$ cat config.mk
export PLATFORM = sky130hd
export DESIGN_NAME = rc4_engine
export DESIGN_NICKNAME = d
export VERILOG_FILES = /design/src/rtl/rc4_pkg.sv /design/src/rtl/rc4_engine.sv
export SDC_FILE = /design/constraint.sdc
export NUM_CORES = 2
export LEC_CHECK = 0
export ABC_AREA = 1
export BUFFER_PORTS_ARGS = -buffer_cell sky130_fd_sc_hd__buf_2
export CORE_MARGIN = 2
export CORE_UTILIZATION = 63
export DETAILED_ROUTE_END_ITERATION = 16
export PLACE_DENSITY = 0.79
export SLEW_MARGIN = 30
export SYNTH_ARGS = -nofsm -noshare
export SYNTH_HDL_FRONTEND = slang
export SYNTH_SLANG_ARGS = --single-unit
$ cat constraint.sdc
create_clock -name clk_i -period 16.09 [get_ports clk_i]
set_input_delay 1.609 -clock clk_i [delete_from_list [all_inputs] [get_ports clk_i]]
set_output_delay 1.609 -clock clk_i [all_outputs]
set_load 0.005 [all_outputs]
$ cat src/rtl/rc4_pkg.sv
// rc4_pkg: shared types and constants for the rc4 stream cipher
// request mode codes, permutation size, control and result structs
// no dependencies
package rc4_pkg;

  localparam int unsigned PERM_SIZE = 256;

  localparam logic [1:0] MODE_KEY     = 2'd0;
  localparam logic [1:0] MODE_CIPHER  = 2'd1;
  localparam logic [1:0] MODE_ADVANCE = 2'd2;

  typedef struct packed {
    logic restart;
    logic rd;
    logic done;
  } kctl_t;

  typedef struct packed {
    logic       vld;
    logic [7:0] data;
    logic       keyed;
  } res_t;

endpackage

$ cat src/rtl/rc4_engine.sv
// rc4_engine: permutation memory with key schedule and keystream sequencer
// one read and one write port per cycle, forwarding on the final lookup
// depends on rc4_pkg
module rc4_engine (
  input  logic            clk_i,
  input  logic            rst_ni,
  input  logic            req_acc_i,
  input  logic [1:0]      mode_i,
  input  logic [7:0]      byte_in_i,
  input  logic            key_last_i,
  input  logic [7:0]      key_byte_i,
  input  logic            slot_free_i,
  output logic            busy_o,
  output rc4_pkg::kctl_t  kctl_o,
  output rc4_pkg::res_t   res_o
);

  typedef enum logic [3:0] {
    ST_IDLE,
    ST_GJ,
    ST_GT,
    ST_GW,
    ST_HOLD,
    ST_KRD,
    ST_KJ,
    ST_KS1,
    ST_KS2
  } state_e;

  state_e state_q;

  logic [7:0] perm_mem [rc4_pkg::PERM_SIZE];
  logic [rc4_pkg::PERM_SIZE-1:0] valid_q;
  logic [7:0] prd_q;
  logic       pvld_q;
  logic [7:0] praddr_q;
  logic [7:0] pdata;

  logic [7:0] raddr;
  logic [7:0] waddr;
  logic [7:0] wdata;
  logic       we;

  logic [7:0] i_q;
  logic [7:0] j_q;
  logic [7:0] si_q;
  logic [7:0] sj_q;
  logic [7:0] byte_q;
  logic [7:0] ks_q;
  logic       cipher_q;
  logic       keyed_q;

  logic       start_sched;
  logic [7:0] fwd;

  assign pdata       = pvld_q ? prd_q : praddr_q;
  assign start_sched = (state_q == ST_IDLE) && req_acc_i
                       && (mode_i == rc4_pkg::MODE_KEY) && key_last_i;
  assign busy_o      = (state_q != ST_IDLE);

  // last swap write to j lands after the read, so forward both swapped entries
  assign fwd = (praddr_q == j_q) ? si_q :
               (praddr_q == i_q) ? sj_q : pdata;

  always_comb begin
    raddr          = i_q;
    we             = 1'b0;
    waddr          = i_q;
    wdata          = pdata;
    kctl_o         = '0;
    kctl_o.restart = start_sched;
    res_o          = '0;
    res_o.keyed    = keyed_q;
    case (state_q)
      ST_IDLE: begin
        raddr = i_q + 8'd1;
      end
      ST_GJ: begin
        raddr = j_q + pdata;
      end
      ST_GT: begin
        raddr = si_q + pdata;
        we    = 1'b1;
        waddr = i_q;
        wdata = pdata;
      end
      ST_GW: begin
        we         = 1'b1;
        waddr      = j_q;
        wdata      = si_q;
        res_o.vld  = cipher_q && slot_free_i;
        res_o.data = byte_q ^ fwd;
      end
      ST_HOLD: begin
        res_o.vld  = slot_free_i;
        res_o.data = ks_q;
      end
      ST_KRD: begin
        raddr     = i_q;
        kctl_o.rd = 1'b1;
      end
      ST_KJ: begin
        raddr = j_q + pdata + key_byte_i;
      end
      ST_KS1: begin
        we    = 1'b1;
        waddr = i_q;
        wdata = pdata;
      end
      ST_KS2: begin
        we          = 1'b1;
        waddr       = j_q;
        wdata       = si_q;
        kctl_o.done = (i_q == 8'hff);
      end
      default: begin
      end
    endcase
  end

  always_ff @(posedge clk_i) begin
    if (we) begin
      perm_mem[waddr] <= wdata;
    end
    prd_q    <= perm_mem[raddr];
    pvld_q   <= valid_q[raddr];
    praddr_q <= raddr;
  end

  // entries not yet written read back as their own index
  always_ff @(posedge clk_i or negedge rst_ni) begin
    if (!rst_ni) begin
      valid_q <= '0;
    end else if (start_sched) begin
      valid_q <= '0;
    end else if (we) begin
      valid_q[waddr] <= 1'b1;
    end
  end

  always_ff @(posedge clk_i or negedge rst_ni) begin
    if (!rst_ni) begin
      state_q  <= ST_IDLE;
      i_q      <= '0;
      j_q      <= '0;
      si_q     <= '0;
      sj_q     <= '0;
      byte_q   <= '0;
      ks_q     <= '0;
      cipher_q <= 1'b0;
      keyed_q  <= 1'b0;
    end else begin
      case (state_q)
        ST_IDLE: begin
          if (req_acc_i) begin
            case (mode_i)
              rc4_pkg::MODE_KEY: begin
                if (key_last_i) begin
                  i_q     <= '0;
                  j_q     <= '0;
                  state_q <= ST_KRD;
                end
              end
              rc4_pkg::MODE_CIPHER, rc4_pkg::MODE_ADVANCE: begin
                i_q      <= i_q + 8'd1;
                byte_q   <= byte_in_i;
                cipher_q <= (mode_i == rc4_pkg::MODE_CIPHER);
                state_q  <= ST_GJ;
              end
              default: begin
              end
            endcase
          end
        end
        ST_GJ: begin
          si_q    <= pdata;
          j_q     <= j_q + pdata;
          state_q <= ST_GT;
        end
        ST_GT: begin
          sj_q    <= pdata;
          state_q <= ST_GW;
        end
        ST_GW: begin
          if (cipher_q && !slot_free_i) begin
            ks_q    <= byte_q ^ fwd;
            state_q <= ST_HOLD;
          end else begin
            state_q <= ST_IDLE;
          end
        end
        ST_HOLD: begin
          if (slot_free_i) begin
            state_q <= ST_IDLE;
          end
        end
        ST_KRD: begin
          state_q <= ST_KJ;
        end
        ST_KJ: begin
          si_q    <= pdata;
          j_q     <= j_q + pdata + key_byte_i;
          state_q <= ST_KS1;
        end
        ST_KS1: begin
          state_q <= ST_KS2;
        end
        ST_KS2: begin
          if (i_q == 8'hff) begin
            i_q     <= '0;
            j_q     <= '0;
            keyed_q <= 1'b1;
            state_q <= ST_IDLE;
          end else begin
            i_q     <= i_q + 8'd1;
            state_q <= ST_KRD;
          end
        end
        default: begin
          state_q <= ST_IDLE;
        end
      endcase
    end
  end

endmodule

==> out/summary.txt <==
===========================================================================================
Result of the run                                                              finished, final reports clean
First-pass GRT wire length                                                        434000 um
Startpoint of the worst hold path                                              keyed_q$_DFFE_PN0P_
Internal reg-to-reg setup slack                                                     8.22 ns
Family of cells with the greatest summed delay on the critical path            buffers and inverters
Number of sinks on the clock net                                                       2375
Final weighted congestion in routability-driven placement                             0.930
Async set-or-reset flop fraction in the synthesized netlist                           13.1%
Critical Path Fanout Max                                                                 79
Number of design-rule violations left by the first detailed-router iteration          12600
Number of buffers created by CTS                                                        224
Maximum number of pins on one net before global-route repair                            188
Slowest stage delay, CP                                                             0.89 ns
Post-Route Utilization                                                                68.9%
Clock tree from TritonCTS                                                               yes
Clock latency of the later-clocked register in the worst-skew pair                  0.89 ns
DR pass1 iterations                                                                       9
Die area                                                                         163000 um2
Total number of vias                                                                  74100
Floorplan Core Area                                                              158000 um2
Area grow syn2layout                                                                  8.59%
Count of hold-fix buffers inserted at cts                                                 0
Number of filler instances in the final layout                                        10700
Number of nets in the synthesized netlist                                              9132
Buffer levels on the longest clock path                                                   3
Hold Crit Depth                                                                           1
Number of warnings reported in the yosys synthesis log                                    0
Worst setup SP type                                                               flip-flop
Syn Area/Cell                                                                      11.1 um2
Per-cell routed wire length                                                         26.1 um
Count of max-cap constraint violations                                                    0
HPWL reported at the end of detailed placement                                    155000 um
H-tree level count                                                                        4
Worst hold endpoint                                                            keyed_q$_DFFE_PN0P_
Synthesized netlist cell count                                                         9081
Critical R2R Capture                                                           pvld_q$_DFF_P_
Crit-path most repeated cell                                                   sky130_fd_sc_hd__nand3_1
Hold Fails Final Rpt                                                                      0
GR Overflow Total                                                                         0
Post-synthesis cell type count                                                           49
GRT Resource Usage Total                                                              35.3%
Synthesis-stage register bit count                                                     2375
Vias per std cell                                                                      6.69
Hold crit path type                                                                 reg2reg
Core Rows                                                                               146
Total number of nets in the final design                                               8832
Synthesized-area fraction occupied by xor and xnor cells                             0.288%
Starting utilization of the core area                                                 63.4%
Number of antenna violations at the first check in global routing                        13
Share of synthesized area occupied by flip-flops and latches                          69.3%
Leading cell type in the layout, fill and taps excluded                        sky130_fd_sc_hd__nand3_1
Portion of the clock cycle consumed by the worst path in the final layout             48.9%
Buffers added on ports                                                                   36
Crit path DAT                                                                       8.54 ns
RSZ-0062 raised after global routing                                                     no
Post-detailed-placement cell area                                                101000 um2
Die X                                                                                403 um
Most used flip-flop cell after synthesis                                       sky130_fd_sc_hd__edfxtp_1
Critical path required time                                                        16.76 ns
Critical register-to-register path startpoint                                  prd_q[0]$_DFF_P_
Synthesized-area fraction occupied by ao, oa, aoi and oai cells                      0.654%
Number of enable-type register cells in the synthesized netlist                        2048
Crit. path cell count                                                                    27
Maximum frequency from static timing analysis                                     0.127 GHz
Via count of the first global-routing pass                                            71300
Final WS setup                                                                      8.22 ns
Post-detailed-route count of antenna-violating nets                                       0
Number of setup violations in the final report                                            0
Proportion of synthesized area in mux cells                                          0.101%
Post-Route Setup TNS                                                                   0 ns
Height of the die                                                                    403 um
Residual DRC                                                                              0
Register-to-Register Path Depth                                                          27
Most used cells in the layout excluding fill and tap cells                     sky130_fd_sc_hd__nand3_1, sky130_fd_sc_hd__edfxtp_1, sky130_fd_sc_hd__nand2_1, sky130_fd_sc_hd__nor2_1, sky130_fd_sc_hd__dfrtp_1
Sum of buffers and inverters on the critical path                                         8
Worst Setup End Kind                                                              flip-flop
Final critical delay including setup and external delays                            7.87 ns
Number of setup buffers added after CTS                                                   0
Actual slew at the worst max-slew pin                                               1.13 ns
Post-Synth Adder-Cell Area                                                           0.371%
Slew headroom                                                                         24.8%
Path type of the worst setup path                                                   reg2reg
Slowest library cell on the worst path                                         sky130_fd_sc_hd__buf_4
Proportion of layout cells with a drive suffix above 1                                6.57%
Non-Filler Cell Area, Final                                                      109000 um2
Routed wire length                                                                289000 um
Number of cells upsized or downsized after cts                                            0
Worst clock skew on the final layout                                              0.0466 ns
Clock slew at reported path FFs                                                     0.06 ns
Root buf cell                                                                  sky130_fd_sc_hd__clkbuf_16
Post-synthesis share of cell area spent on and, or, nand and nor gates                25.5%
Placement-stage worst setup slack                                                   8.57 ns
Boundary Pins                                                                            37
Count of pins over their slew limit                                                       0
Post-synthesis instance area                                                     100000 um2
Combinational family with the most area after synthesis                        simple AND/OR/NAND/NOR gates
===========================================================================================
[flip-flops by register name, indices dropped and copies added, names as in the netlist, 4 cells and up]
name	flops
perm_mem	2048
valid_q	256
byte_q	8
i_q	8
j_q	8
ks_q	8
praddr_q	8
prd_q	8
si_q	8
sj_q	8
state_q	4
[synthesized netlist by cell type, drive strengths merged, types with 3 or more instances]
cell	count	area (um2)
ha	25	313
fa	3	60.1
clkinv	3	12.5
o22ai	6	43.8
clkbuf	163	612
nor2	841	3210
buf	503	2610
and2	3	18.8
o211ai	9	67.6
nand3b	23	173
nand2	1650	6210
or2	6	37.5
o21bai	3	22.5
xor2	31	272
dfxtp	17	340
nor3	10	66.3
o21ai	83	442
nand3	3151	15800
dfrtp	310	7760
a21oi	12	60.1
mux2	9	101
nor4	5	31.3
edfxtp	2048	61500
inv	157	589
[layer usage]
| metal | vias to the layer above | global-route usage (%) | routed length, um |
|---|---|---|---|
| li1 | 31600 | - | - |
| met1 | 35700 | 47.2 | 101000 |
| met4 | 14 | 18.3 | 15600 |
| met5 | - | 0 | 118 |
| met2 | 5806 | 53.2 | 131000 |
| met3 | 947 | 9.78 | 40900 |
[cell families after synthesis]
| family | Yosys count |
|---|---|
| buffers and inverters | 826 |
| DFF | 2375 |
| xor gates and xnor gates | 33 |
| AOI/OAI and AO/OA | 116 |
| adders and majority gates | 28 |
| muxes | 9 |
| and+or+nand+nor | 5694 |
[layout make-up]
type	count	area, um2	area share (%)
antenna	14	35.0	0.0321
clock buffer	309	6180	5.66
clock inverter	115	1560	1.43
inverter	160	629	0.577
multi-input combinational	5880	27300	25.0
sequential	2375	69600	63.8
tap	2072	2590	2.38
timing repair buffer	140	1210	1.11
[per-stage QoR]
step           std cells  hold slack (ns)
6_report           11100            0.460
5_1_grt            11100            0.473
4_1_cts            11000            0.462
3_5_place_dp       10600            0.447
3_3_place_gp       10600            0.452
2_1_floorplan       9081            0.441
[worst max path at each step]
stage	from	to	slack, ns
2_1_floorplan	state_q[1]$_DFFE_PN0P_	perm_mem[0][0]$_DFFE_PP_	2.75
3_3_place_gp	key_byte_i[0]	pvld_q$_DFF_P_	8.54
3_5_place_dp	key_byte_i[0]	pvld_q$_DFF_P_	8.57
4_1_cts	pvld_q$_DFF_P_	pvld_q$_DFF_P_	8.59
5_1_grt	pvld_q$_DFF_P_	pvld_q$_DFF_P_	8.11
6_report	prd_q[0]$_DFF_P_	pvld_q$_DFF_P_	8.22
Power is left out: the tool's default activity adds up to more than one toggle a clock period on the data nets, which glitch-free logic cannot reach.
